### src/rtl/core/box_average_downsampler_defines.svh
// Assertion macros shared by the box average downsampler modules.
// Needs aclk and aresetn in the scope of each use.
`ifndef BOX_AVERAGE_DOWNSAMPLER_DEFINES_SVH
`define BOX_AVERAGE_DOWNSAMPLER_DEFINES_SVH

// Same-cycle implication.
`define BOXDS_ASSERT_IMP(label, ante, cons, msg) \
    label: assert property (@(posedge aclk) disable iff (!aresetn) (ante) |-> (cons)) \
        else $error(msg);

// Next-cycle implication.
`define BOXDS_ASSERT_NXT(label, ante, cons, msg) \
    label: assert property (@(posedge aclk) disable iff (!aresetn) (ante) |=> (cons)) \
        else $error(msg);

`endif

### src/rtl/core/boxds_pkg.sv
`timescale 1ns / 1ps
// boxds_pkg: constants, beat payloads and internal control types for the
// box average downsampler. No dependencies.
package boxds_pkg;

    localparam int MAX_WIDTH    = 8192;
    localparam int MAX_CHANNELS = 3;
    localparam int MAX_FACTOR   = 16;
    localparam int HEIGHT_LIMIT = 8192;

    localparam int NUM_LANES  = 3;
    localparam int SAMPLE_W   = 16;
    localparam int DIM_W      = 14;
    localparam int FACT_W     = 5;
    localparam int CHAN_W     = 2;
    localparam int CFG_IDX_W  = 2;
    localparam int CFG_DATA_W = DIM_W;
    localparam int OUT_POS_W  = 13;

    localparam int COL_W  = $clog2(MAX_WIDTH);
    localparam int ROW_W  = $clog2(HEIGHT_LIMIT);
    localparam int DIMC_W = COL_W + 1;
    localparam int DIMR_W = ROW_W + 1;
    localparam int FIF_W  = $clog2(MAX_FACTOR + 1);
    localparam int PSUM_W = SAMPLE_W + $clog2(MAX_FACTOR);
    localparam int PCNT_W = $clog2(MAX_FACTOR + 1);
    localparam int BSUM_W = SAMPLE_W + 2 * $clog2(MAX_FACTOR);
    localparam int BCNT_W = $clog2(MAX_FACTOR * MAX_FACTOR + 1);
    localparam int STEP_W = $clog2(SAMPLE_W + 1);

    localparam logic [DIM_W-1:0]  RST_WIDTH    = DIM_W'(1);
    localparam logic [DIM_W-1:0]  RST_HEIGHT   = DIM_W'(1);
    localparam logic [FACT_W-1:0] RST_FACTOR   = FACT_W'(4);
    localparam logic [CHAN_W-1:0] RST_CHANNELS = CHAN_W'(3);

    typedef enum logic [CFG_IDX_W-1:0] {
        CFG_WIDTH    = 2'd0,
        CFG_HEIGHT   = 2'd1,
        CFG_FACTOR   = 2'd2,
        CFG_CHANNELS = 2'd3
    } cfg_idx_t;

    typedef enum logic [1:0] {
        ST_IDLE,
        ST_MERGE,
        ST_DIV
    } ctrl_state_t;

    typedef struct packed {
        logic [SAMPLE_W-1:0] sample_ch0;
        logic [SAMPLE_W-1:0] sample_ch1;
        logic [SAMPLE_W-1:0] sample_ch2;
        logic                valid_ch0;
        logic                valid_ch1;
        logic                valid_ch2;
    } in_beat_t;

    typedef struct packed {
        logic [OUT_POS_W-1:0] out_col;
        logic [OUT_POS_W-1:0] out_row;
        logic [SAMPLE_W-1:0]  avg_ch0;
        logic [SAMPLE_W-1:0]  avg_ch1;
        logic [SAMPLE_W-1:0]  avg_ch2;
        logic                 frame_last;
    } out_beat_t;

    typedef struct packed {
        logic [DIMC_W-1:0] w_eff;
        logic [DIMR_W-1:0] h_eff;
        logic [FACT_W-1:0] f_eff;
    } geom_t;

    typedef struct packed {
        logic             in_range;
        logic             blk_first;
        logic             col_last;
        logic             band_first;
        logic             row_last;
        logic             frame_last;
        logic [COL_W-1:0] bx;
        logic [ROW_W-1:0] by;
    } pos_info_t;

    typedef struct packed {
        logic [BCNT_W-1:0] cnt;
        logic [BSUM_W-1:0] sum;
    } lane_acc_t;

    typedef lane_acc_t [NUM_LANES-1:0]             acc_word_t;
    typedef logic [NUM_LANES-1:0][BSUM_W-1:0]   bsum_vec_t;
    typedef logic [NUM_LANES-1:0][BCNT_W-1:0]   bcnt_vec_t;
    typedef logic [NUM_LANES-1:0][SAMPLE_W-1:0] avg_vec_t;

endpackage

### src/rtl/core/boxds_div.sv
`timescale 1ns / 1ps
// boxds_div: three-lane restoring divider, one quotient bit per cycle.
// Depends on boxds_pkg and box_average_downsampler_defines.svh.
`include "box_average_downsampler_defines.svh"
module boxds_div (
    input  logic                  aclk,
    input  logic                  aresetn,
    input  logic                  start,
    input  boxds_pkg::bsum_vec_t  dividend,
    input  boxds_pkg::bcnt_vec_t  divisor,
    output logic                  busy,
    output boxds_pkg::avg_vec_t   quotient
);

    logic                                busy_reg, busy_next;
    logic [boxds_pkg::STEP_W-1:0]        step_reg, step_next;
    boxds_pkg::bcnt_vec_t                rem_reg, rem_next;
    boxds_pkg::bcnt_vec_t                dsr_reg, dsr_next;
    boxds_pkg::avg_vec_t                 quo_reg, quo_next;
    logic [boxds_pkg::NUM_LANES-1:0]     zero_reg, zero_next;

    always_comb begin
        logic [boxds_pkg::BCNT_W:0] trial;
        busy_next = busy_reg;
        step_next = step_reg;
        rem_next  = rem_reg;
        dsr_next  = dsr_reg;
        quo_next  = quo_reg;
        zero_next = zero_reg;
        trial     = '0;
        if (start) begin
            busy_next = 1'b1;
            step_next = '0;
            for (int i = 0; i < boxds_pkg::NUM_LANES; i++) begin
                // Quotient fits the sample width, so the top bits start as remainder.
                rem_next[i]  = boxds_pkg::BCNT_W'(dividend[i] >> boxds_pkg::SAMPLE_W);
                quo_next[i]  = dividend[i][boxds_pkg::SAMPLE_W-1:0];
                dsr_next[i]  = divisor[i];
                zero_next[i] = (divisor[i] == '0);
            end
        end else if (busy_reg) begin
            for (int i = 0; i < boxds_pkg::NUM_LANES; i++) begin
                trial = {rem_reg[i], quo_reg[i][boxds_pkg::SAMPLE_W-1]};
                if (trial >= {1'b0, dsr_reg[i]}) begin
                    rem_next[i] = boxds_pkg::BCNT_W'(trial - {1'b0, dsr_reg[i]});
                    quo_next[i] = {quo_reg[i][boxds_pkg::SAMPLE_W-2:0], 1'b1};
                end else begin
                    rem_next[i] = trial[boxds_pkg::BCNT_W-1:0];
                    quo_next[i] = {quo_reg[i][boxds_pkg::SAMPLE_W-2:0], 1'b0};
                end
            end
            if (step_reg == boxds_pkg::STEP_W'(boxds_pkg::SAMPLE_W - 1)) begin
                busy_next = 1'b0;
                step_next = '0;
            end else begin
                step_next = step_reg + boxds_pkg::STEP_W'(1);
            end
        end
    end

    always_ff @(posedge aclk) begin
        if (!aresetn) begin
            busy_reg <= 1'b0;
            step_reg <= '0;
        end else begin
            busy_reg <= busy_next;
            step_reg <= step_next;
        end
    end

    always_ff @(posedge aclk) begin
        rem_reg  <= rem_next;
        dsr_reg  <= dsr_next;
        quo_reg  <= quo_next;
        zero_reg <= zero_next;
    end

    always_comb begin
        busy = busy_reg;
        for (int i = 0; i < boxds_pkg::NUM_LANES; i++) begin
            quotient[i] = zero_reg[i] ? '0 : quo_reg[i];
        end
    end

    `BOXDS_ASSERT_IMP(a_start_when_idle, start, !busy_reg, "divider restarted while busy")
    `BOXDS_ASSERT_NXT(a_start_runs, start, busy_reg, "divider did not start")
    `BOXDS_ASSERT_IMP(a_idle_step_clear, !busy_reg, step_reg == '0, "step count left over")

endmodule

### config.mk
export PLATFORM = sky130hd
export DESIGN_NAME = boxds_div
export DESIGN_NICKNAME = d
export VERILOG_FILES = /design/src/rtl/core/boxds_pkg.sv /design/src/rtl/core/boxds_div.sv
export VERILOG_INCLUDE_DIRS = /design/src /design/src/rtl/core
export SDC_FILE = /design/constraint.sdc
export NUM_CORES = 1
export LEC_CHECK = 0
export ABC_AREA = 0
export BUFFER_PORTS_ARGS = -buffer_cell sky130_fd_sc_hd__buf_2
export CAP_MARGIN = 10
export CORE_MARGIN = 8
export CORE_UTILIZATION = 35
export DETAILED_ROUTE_END_ITERATION = 12
export HOLD_SLACK_MARGIN = 0.05
export SLEW_MARGIN = 10
export SYNTH_ARGS = -nofsm -noshare
export SYNTH_HDL_FRONTEND = slang
export SYNTH_SLANG_ARGS = --single-unit
### constraint.sdc
create_clock -name aclk -period 7.95 [get_ports aclk]
set_clock_uncertainty 0.1 [all_clocks]
set_input_delay 0.3975 -clock aclk [delete_from_list [all_inputs] [get_ports aclk]]
set_output_delay 0.3975 -clock aclk [all_outputs]
set_load 0.02 [all_outputs]
==> results of run 1 <==
==> through the flow <==
| stage | area, um^2 | power (mW) | utilization, % | hold WS, ps | std cells |
|---|---|---|---|---|---|
| floorplan | 6331 | 1.036 | - | 336.7 | 555 |
| global placement | 7303 | 1.146 | 40.94 | 356.4 | 915 |
| detailed placement | 7303 | 1.158 | 40.94 | 382.4 | 915 |
| CTS | 7581 | 1.602 | 42.49 | 123.7 | 931 |
| global route | 7584 | 1.668 | 42.51 | 131.0 | 932 |
| finish | 7589 | 1.586 | 42.53 | 138.5 | 934 |
==> path summary, 6_finish.rpt <==
check                             end  cells past startpoint                      from  slack [ps]
max reg2reg     rem_reg[19]$_DFFE_PP_                      9     quo_reg[47]$_DFFE_PP_        4790
max             rem_reg[19]$_DFFE_PP_                      9     quo_reg[47]$_DFFE_PP_        4790
min             dsr_reg[11]$_DFFE_PP_                      1               divisor[11]         140
min reg2reg  step_reg[4]$_SDFFE_PP0P_                      2  step_reg[4]$_SDFFE_PP0P_         400
==> critical path: cells and delay by family (launching register included) <==
family / cells / cell delay, ps
compound gates: 4 / 1440
mux: 1 / 270
fa+ha+maj: 2 / 550
flops: 1 / 390
buf+inv: 2 / 130
==> layout make-up <==
| type | instances | area share [%] |
|---|---|---|
| clock buffer | 14 | 3.495 |
| clock inverter | 2 | 0.1649 |
| multi-input combinational | 375 | 37.23 |
| sequential | 111 | 42.74 |
| timing repair buffer | 152 | 10.12 |
| tap | 229 | 3.776 |
| antenna | 3 | 0.09893 |
| inverter | 48 | 2.374 |
==> power by group through the flow <==
stage               combinational [mW]  sequential [mW]  clock, mW
finish                           0.406            0.743      0.437
global route                     0.449            0.752      0.467
CTS                              0.406            0.743      0.453
detailed placement               0.403            0.755          0
global placement                 0.393            0.753          0
floorplan                        0.294            0.742          0
==> layout by cell type (no fill, tap or decap), types with 9 or more instances in the layout <==
master,count
nand4_1,13
nand2_1,29
o311ai_0,12
buf_2,149
ha_1,28
dfxtp_1,9
clkbuf_16,10
nor2_1,28
o21ai_0,13
nor2b_1,51
edfxtp_1,102
nand2b_1,12
a21oi_1,19
mux2_2,45
inv_1,48
==> cells by family (layout without fill, tap and decap cells) <==
kind of cell	after synthesis	after routing
AO/OA/AOI/OAI	108	108
XOR/XNOR	11	11
adder cells (fa/ha/maj)	31	31
buffers and inverters	69	216
flip-flops	111	111
multiplexers	53	53
other	0	3
AND/OR/NAND/NOR	172	172
==> Yosys cell counts (all sizes together) (9+ instances only) <==
master  number  area [um^2]
ha          28        350.3
clkbuf      18        67.56
edfxtp     102         3063
a21oi       19        95.09
o311ai      12        105.1
nand2b      12        75.07
mux2        45        506.7
dfxtp        9        180.2
a211oi       9        80.08
nor2        28        105.1
o21ai       14        70.06
nand4       13        81.33
nor2b       51        319.1
inv         48        180.2
nand2       29        108.9
==> routing by layer <==
metal / track usage, % / vias up / part of all wire, %
li1: - / 2370 / -
met1: 17.39 / 2296 / 44
met2: 23.05 / 149 / 48
met3: 4.328 / 16 / 6.8
met4: 5.147 / 0 / 1.2
met5: 0 / - / 0
==> run_results.csv, run 1 <==
group,metric,value,unit
drt,post-route-drc-count,0,
power,intPower,1.113,mW
floorplan,die-area,22650,um^2
clock_network,post-cts-setup-buffers,0,
drt,vias,4831,
sta,worst_slack,4787,ps
floorplan,design.core.area,17840,um^2
clock_network,htreeDepth,3,
run_status,outcome,"complete, no violations",
setup_path,crit_required,7910,ps
yosys,synth_fp_nets,688,
setup_path,worstPathCellList,"inv_1 -> ha_1 -> inv_1 -> fa_1 -> a21o_1 -> a221o_1 -> a211oi_4 -> mux2i_1 -> o21ai_0",
clock_network,cts_tree,"done",
setup_path,arrival,3120,ps
yosys,synth.avg_cell_area,11.41,um^2
global_routing,track_usage,14.16,%
clock_network,clock_tree.root_cell,"clkbuf_16",
yosys,synth_top_flop_cell,"edfxtp_1",
job,maxCapViolCount,0,
finish,seqCellArea,3243,um^2
finish,fillerInstances,1665,
finish,drive_gt1_share,30.77,%
setup_path,crit_path_max_fanout,17,
sta,rsz0062_at_grt,"false",
finish,nets,830,
sta,tightest_slew,1095,ps
power,power.share.clock,27.6,%
finish,largest_register_ffs,48,
sta,hold_viol,0,
floorplan,io-pin-count,151,
setup_path,path_class,"flop to flop",
drt,viasPerCell,5.172,
drt,drt_first_pass_iters,4,
clock_network,cts_resized,0,
sta,finalSetupTns,0,ps
sta,setup_viol,0,
clock_network,clockBufferDepth,2,
finish,multiInputGateArea,2825,um^2
setup_path,worst_path_most_repeated_cell,"inv_1",
sta,timing.final.crit_share,39.79,%
global_routing,grt-ovfl-total,0,
power,sw_frac_of_total,29.82,%
power,p_comb_share,25.6,%
yosys,ys_types,59,
yosys,synthAdderAreaFrac,6.482,%
power,leakagePower,3.139,nW
global_routing,antenna_found_initial,3,
sta,fmax,316.2,MHz
power,vdd_drop_max,0.1029,mV
placement,place_congestion,0.8295,
yosys,synth_seq_area_share,51.23,%
yosys,synthMuxAreaShare,9.269,%
clock_network,clk_latency,340,ps
yosys,netlist_area,6331,um^2
yosys,syn_inst,555,
sta,maxSlewHeadroom,27.02,%
global_routing,grt_start_max_net_pins,75,
placement,dpl.hpwl,11520,um
yosys,async_flop_share,0,%
drt,wl_per_cell,17.20,um
clock_network,clkTransAtPathRegs,70,ps
yosys,synthXorXnorAreaFrac,1.522,%
yosys,synth_edf_count,102,
power,p_switching,0.4730,mW
power,powerDensity,209.0,nW/um^2
yosys,synth_compound_area_share,12.63,%
global_routing,grt_pass1_wl,25760,um
setup_path,worstSetupEndpointType,"flop",
finish,syn_to_final_growth,19.86,%
setup_path,startpoint_type,"flop",
floorplan,start_util,35.49,%
clock_network,postCtsHoldBufs,0,
floorplan,dieWidth,150.5,um
power,seq_power_share,46.8,%
sta,post-route-min-period,3163,ps
global_routing,grt_pass1_vias,5256,
clock_network,cts_buffers,9,
yosys,yosysWarnings,0,
yosys,ys_ff_latch,111,
setup_path,critPathSlowestCell,"a211oi_4",
floorplan,num_rows,49,
drt,drt_iter0_drc,290,
drt,drt-total-wl,16070,um
sta,slew_viol_final,0,
floorplan,fp.dieH,150.5,um
hold_path,hp-class,"input pin to flop",
drt,ant_nets,0,
placement,pre_cts_ws,4801,ps
setup_path,max_stage_delay,720,ps
clock_network,cts_sinks,111,
yosys,synth_top_family_by_area,"simple AND/OR/NAND/NOR gates",
placement,port_buffers,150,
yosys,synth-simple-area-share,14.68,%
No activity file was read; power rests on OpenSTA's default activity.
==> run 2, diff against run 1 <==
Clock period 7.95 ns to 2.55 ns, I/O delays scaled along.
==> run 2 against run 1 <==
The flow now finishes with violations (negative setup slack); via count up 11%; total power rose to 3.4 times the previous value; count of clock-buffer cells in the layout down 4; global-route usage up 1.7 points; critical path type unchanged; critical endpoint is now rem_reg[24]$_DFFE_PP_; largest cell class unchanged.
==> run_results.csv, run 2 (synthesis results as in run 1) <==
group,metric,value,unit
clock_network,clockBufferDepth,2,
setup_path,worst_path_most_repeated_cell,"inv_2",
power,intPower,3.754,mW
run_status,outcome,"finished, violations left",
floorplan,start_util,35.49,%
finish,syn_to_final_growth,40.77,%
power,vdd_drop_max,0.3613,mV
setup_path,crit_required,2550,ps
setup_path,startpoint_type,"flop",
drt,drt-total-wl,17900,um
global_routing,grt_pass1_wl,28860,um
clock_network,clock_tree.root_cell,"clkbuf_16",
finish,final_util,49.95,%
drt,ant_nets,0,
finish,n_antenna_cell,0,
global_routing,grt_start_max_net_pins,84,
placement,dpl.hpwl,12300,um
setup_path,max_stage_delay,400,ps
sta,tightest_slew,788.6,ps
clock_network,htreeDepth,3,
finish,fin_cells,1055,
drt,wl_per_cell,16.96,um
clock_network,cts_sinks,111,
floorplan,dieWidth,150.5,um
placement,port_buffers,150,
sta,worst_hold_slack,69.33,ps
power,sw_frac_of_total,29.80,%
floorplan,design.core.area,17840,um^2
sta,worst_slack,-24.53,ps
sta,rsz0062_at_grt,"true",
setup_path,path_class,"flop to flop",
clock_network,clk_latency,350,ps
setup_path,critPathSlowestCell,"edfxtp_1",
floorplan,num_rows,49,
global_routing,grt-ovfl-total,0,
finish,fillerInstances,1606,
power,powerDensity,600.0,nW/um^2
clock_network,cts_tree,"done",
finish,drive_gt1_share,31.96,%
placement,dp_cells,934,
sta,fmax,388.4,MHz
sta,hold_viol,0,
clock_network,clkTransAtPathRegs,80,ps
floorplan,fp.dieH,150.5,um
run_status,violations,"negative setup slack",
sta,slew_viol_final,0,
floorplan,io-pin-count,151,
global_routing,grt_pass1_vias,5689,
placement,place_congestion,0.8504,
hold_path,hp-class,"input pin to flop",
drt,vias,5341,
floorplan,die-area,22650,um^2
power,power.share.clock,26.5,%
power,p_comb_share,30.2,%
sta,post-route-min-period,2575,ps
setup_path,worstSetupEndpointType,"flop",
global_routing,antenna_found_initial,0,
finish,final_common_cell,"buf_2",
sta,timing.final.crit_share,101.0,%
setup_path,arrival,2570,ps
drt,post-route-drc-count,0,
power,seq_power_share,43.3,%
setup_path,crit_path_max_fanout,7,
clock_network,cts_buffers,9,
sta,maxSlewHeadroom,47.43,%
drt,drt_first_pass_iters,5,
power,leakagePower,3.717,nW
setup_path,cp_num_buf_inv,3,
drt,drt_iter0_drc,273,
setup_path,critPathTopFamily,"compound AO/OA/AOI/OAI gates",
finish,mostFrequentLayoutCells,"buf_2 (149), edfxtp_1 (102), dlygate4sd3_1 (95)",
finish,largest_register_ffs,48,
job,maxCapViolCount,0,
finish,nets,954,
global_routing,track_usage,15.87,%
drt,viasPerCell,5.063,
sta,setup_viol,3,
setup_path,worstPathCellList,"inv_2 -> ha_4 -> inv_2 -> fa_2 -> a21o_1 -> a221o_1 -> a211oi_4 -> buf_12 -> mux2i_1 -> o21ai_1",
power,p_switching,1.594,mW
[run 2: cell types whose count changed in the layout (fill, tap and decap cells not counted), sizes merged, moves of 3 or more]
cell	previous run	this run
buf	152	181
clkbuf	14	10
diode	3	0
dlygate4sd3	0	95
clkinv	0	3
[run 2: timing repair]
action / CTS / global route
resized for setup: 11 / 16
gates cloned: 1 / 0
hold buffers: 95 / 0
endpoints found under the setup margin: 13 / 21
buffers inserted: 6 / 5
pin swaps: 1 / 7
hold endpoints to repair: 101 / 0
[run 2: metrics by stage]
stage | TNS (ps) | instance area (um^2) | setup WS [ps] | total power [mW]
after detailed placement | -545.5 | 7488 | -99.65 | 3.709
final | -46.40 | 8912 | -24.53 | 5.348
after global placement | -26.60 | 7488 | -14.86 | 3.665
after floorplan | -98.30 | 6337 | -27.20 | 3.235
after CTS | -177.2 | 8830 | -39.95 | 5.331
after global routing | -1299 | 8912 | -168.7 | 5.629
[run 2: path summary, 6_finish.rpt]
check        depth (start not counted)                       end                      from  slack, ps
max                                 10     rem_reg[24]$_DFFE_PP_     quo_reg[47]$_DFFE_PP_        -20
min                                  3     rem_reg[14]$_DFFE_PP_              dividend[45]         70
max reg2reg                         10     rem_reg[24]$_DFFE_PP_     quo_reg[47]$_DFFE_PP_        -20
min reg2reg                          2  step_reg[4]$_SDFFE_PP0P_  step_reg[4]$_SDFFE_PP0P_        390
[run 2: power groups by stage]
stage / sequential, mW / combinational, mW / clock, mW
final: 2.32 / 1.62 / 1.42
after global routing: 2.34 / 1.77 / 1.52
after CTS: 2.31 / 1.56 / 1.46
after detailed placement: 2.35 / 1.36 / 0
after global placement: 2.34 / 1.32 / 0
after floorplan: 2.31 / 0.922 / 0
[run 2: layout make-up]
type | count | area [um^2] | area share [%]
Sequential cell | 111 | 3243 | 36.39
Timing Repair Buffer | 276 | 2006 | 22.50
Clock inverter | 6 | 60.06 | 0.6739
Multi-Input combinational cell | 375 | 2908 | 32.63
Inverter | 48 | 180.2 | 2.022
Tap cell | 229 | 286.5 | 3.215
Clock buffer | 10 | 229.0 | 2.569
[run 2: layer usage]
metal / global-route usage (%) / wire length, um / vias up
met5: 0 / 0 / -
met4: 4.398 / 271 / 0
met3: 4.569 / 1105 / 20
met2: 26.37 / 8679 / 153
met1: 19.72 / 7840 / 2555
li1: - / - / 2613
[run 2: worst min-delay path, cell delays in order]
cell,delay [ps]
buf_2,70
and2_1,110
a311o_1,100
==> run 3, diff against run 2 <==
Settings changed: CORE_UTILIZATION 35 to 49, PLACE_DENSITY set to 0.77.
==> run 3 against run 2 <==
The flow still finishes with violations (negative setup slack); largest cell class unchanged; critical path depth increased by 1; highest routed layer unchanged; critical endpoint is now rem_reg[26]$_SDFFE_PP0P_; sequential power about the same; cell count down 5.6%; via count rose by 3.9%; worst hold slack improved by 3.9 ps.
==> run_results.csv, run 3 (synthesis results as in run 1) <==
group,metric,value,unit
hold_path,hp-class,"input pin to flop",
setup_path,critPathSlowestCell,"edfxtp_1",
hold_path,min_to,"rem_reg[14]$_DFFE_PP_",
placement,port_buffers,150,
global_routing,antenna_found_initial,0,
power,powerDensity,597.0,nW/um^2
finish,final_util,69.31,%
clock_network,clk_latency,350,ps
floorplan,die-area,16810,um^2
setup_path,r2r_start,"quo_reg[47]$_DFFE_PP_",
drt,ant_nets,0,
floorplan,fp.dieH,129.7,um
sta,hold_viol,0,
drt,viasPerCell,5.572,
floorplan,start_util,50.17,%
sta,tightest_slew,561.3,ps
run_status,violations,"negative setup slack",
placement,dpl.hpwl,11810,um
clock_network,htreeDepth,3,
setup_path,startpoint_type,"flop",
finish,syn_to_final_growth,38.16,%
clock_network,clkTransAtPathRegs,80,ps
placement,place_congestion,0.9144,
setup_path,r2r_slack,-80,ps
drt,drt_first_pass_iters,7,
global_routing,grt_pass1_vias,5926,
setup_path,path_class,"flop to flop",
finish,final_common_cell,"buf_2",
sta,finalSetupTns,-514.2,ps
setup_path,crit_path_max_fanout,3,
global_routing,grt-ovfl-total,0,
setup_path,r2r-end,"rem_reg[26]$_SDFFE_PP0P_",
sta,fmax,380.0,MHz
sta,rsz0062_at_grt,"true",
clock_network,clock_tree.root_cell,"clkbuf_16",
sta,slew_viol_final,0,
clock_network,cts_sinks,111,
finish,nets,954,
sta,maxSlewHeadroom,62.58,%
clock_network,cts_tree,"done",
sta,post-route-min-period,2632,ps
clock_network,cts_buffers,9,
finish,drive_gt1_share,31.19,%
setup_path,worstSetupEndpointType,"flop",
power,leakagePower,3.673,nW
finish,fin_cells,996,
drt,wl_per_cell,18.27,um
setup_path,worstPathCellList,"inv_2 -> ha_4 -> inv_2 -> fa_2 -> a21o_1 -> a221o_1 -> buf_4 -> buf_4 -> and4_1 -> nor4_2 -> a2111oi_2",
floorplan,design.core.area,12620,um^2
sta,worst_slack,-81.59,ps
drt,vias,5550,
global_routing,grt_start_max_net_pins,90,
power,vdd_drop_max,0.4376,mV
drt,post-route-drc-count,0,
finish,n_antenna_cell,0,
job,maxCapViolCount,0,
hold_path,min_from,"dividend[45]",
setup_path,r2r_cells,11,
hold_path,worstHoldPathCells,3,
floorplan,num_rows,41,
setup_path,crit_required,2680,ps
run_status,outcome,"finished, violations left",
drt,drt_iter0_drc,383,
global_routing,grt_pass1_wl,28860,um
global_routing,track_usage,21.78,%
power,total_power,5.222,mW
floorplan,dieWidth,129.7,um
setup_path,max_stage_delay,400,ps
drt,drt-total-wl,18190,um
floorplan,io-pin-count,151,
finish,mostFrequentLayoutCells,"buf_2 (149), edfxtp_1 (102), dlygate4sd3_1 (96)",
placement,pre_cts_ws,-32.53,ps
sta,setup_viol,9,
sta,timing.final.crit_share,103.2,%
placement,dp_cells,880,
setup_path,arrival,2760,ps
clock_network,clockBufferDepth,2,
finish,largest_register_ffs,48,
## run 3: cell count changes in the layout (fill, tap and decap cells not counted), moves of 2 or more
cell and change:
a41oi_1 +3, a41oi_2 -3, buf_4 +4, buf_6 -3, clkinv_2 -2
## run 3: per-stage QoR
stage	hold slack [ps]	area, um^2
finish	73.22	8747
global route	105.4	8747
CTS	67.10	8668
detailed placement	221.7	7425
global placement	219.7	7425
floorplan	126.4	6337
## run 3: routing by layer
| layer | routed length (um) | GRT usage, % | share of wire [%] | vias up |
|---|---|---|---|---|
| li1 | - | - | - | 2615 |
| met1 | 7081 | 24.32 | 39 | 2669 |
| met2 | 9198 | 37.09 | 51 | 212 |
| met3 | 1245 | 6.574 | 6.8 | 54 |
| met4 | 670 | 11.00 | 3.7 | 0 |
| met5 | 0 | 0 | 0 | - |
## run 3: repair_timing
item,CTS,global route
buffers inserted,2,4
hold buffers,96,0
gates resized for setup,1,18
pin swaps,0,5
setup endpoints to repair,9,25
endpoints found under the hold margin,103,0
## run 3: worst max path at each step
stage	slack [ps]	from	to	depth (start not counted)
final	-80	quo_reg[47]$_DFFE_PP_	rem_reg[26]$_SDFFE_PP0P_	11
after global routing	-190	quo_reg[47]$_DFFE_PP_	rem_reg[22]$_DFFE_PP_	10
after CTS	-60	quo_reg[47]$_DFFE_PP_	rem_reg[26]$_SDFFE_PP0P_	11
after detailed placement	-30	quo_reg[47]$_DFFE_PP_	rem_reg[26]$_SDFFE_PP0P_	11
after global placement	30	quo_reg[47]$_DFFE_PP_	rem_reg[26]$_SDFFE_PP0P_	11
after floorplan	-30	quo_reg[47]$_DFFE_PP_	rem_reg[20]$_DFFE_PP_	9
## run 3: critical path: cells and delay by family, from the launching register on
family	cells	cell delay [ps]
AO/OA/AOI/OAI	3	640
AND/OR/NAND/NOR	2	500
adder cells (fa/ha/maj)	2	460
buffers and inverters	4	410
flip-flops	1	400
## run 3: power breakdown
part           internal (mW)  leakage [nW]  switching [mW]  total (mW)
clock network          0.661         0.121           0.657        1.32
logic                  0.745          2.45           0.837        1.58
registers               2.21          1.10           0.109        2.32
## run 3: final cells by class
cell class              count  area [um^2]
inverters                  48        180.2
well taps                 172        215.2
flip-flops and latches    111         3243
repair buffers            276         1964
multi-input cells         375         2883
clock inverters             4        32.53
fillers                   922         3872
clock buffers              10        229.0
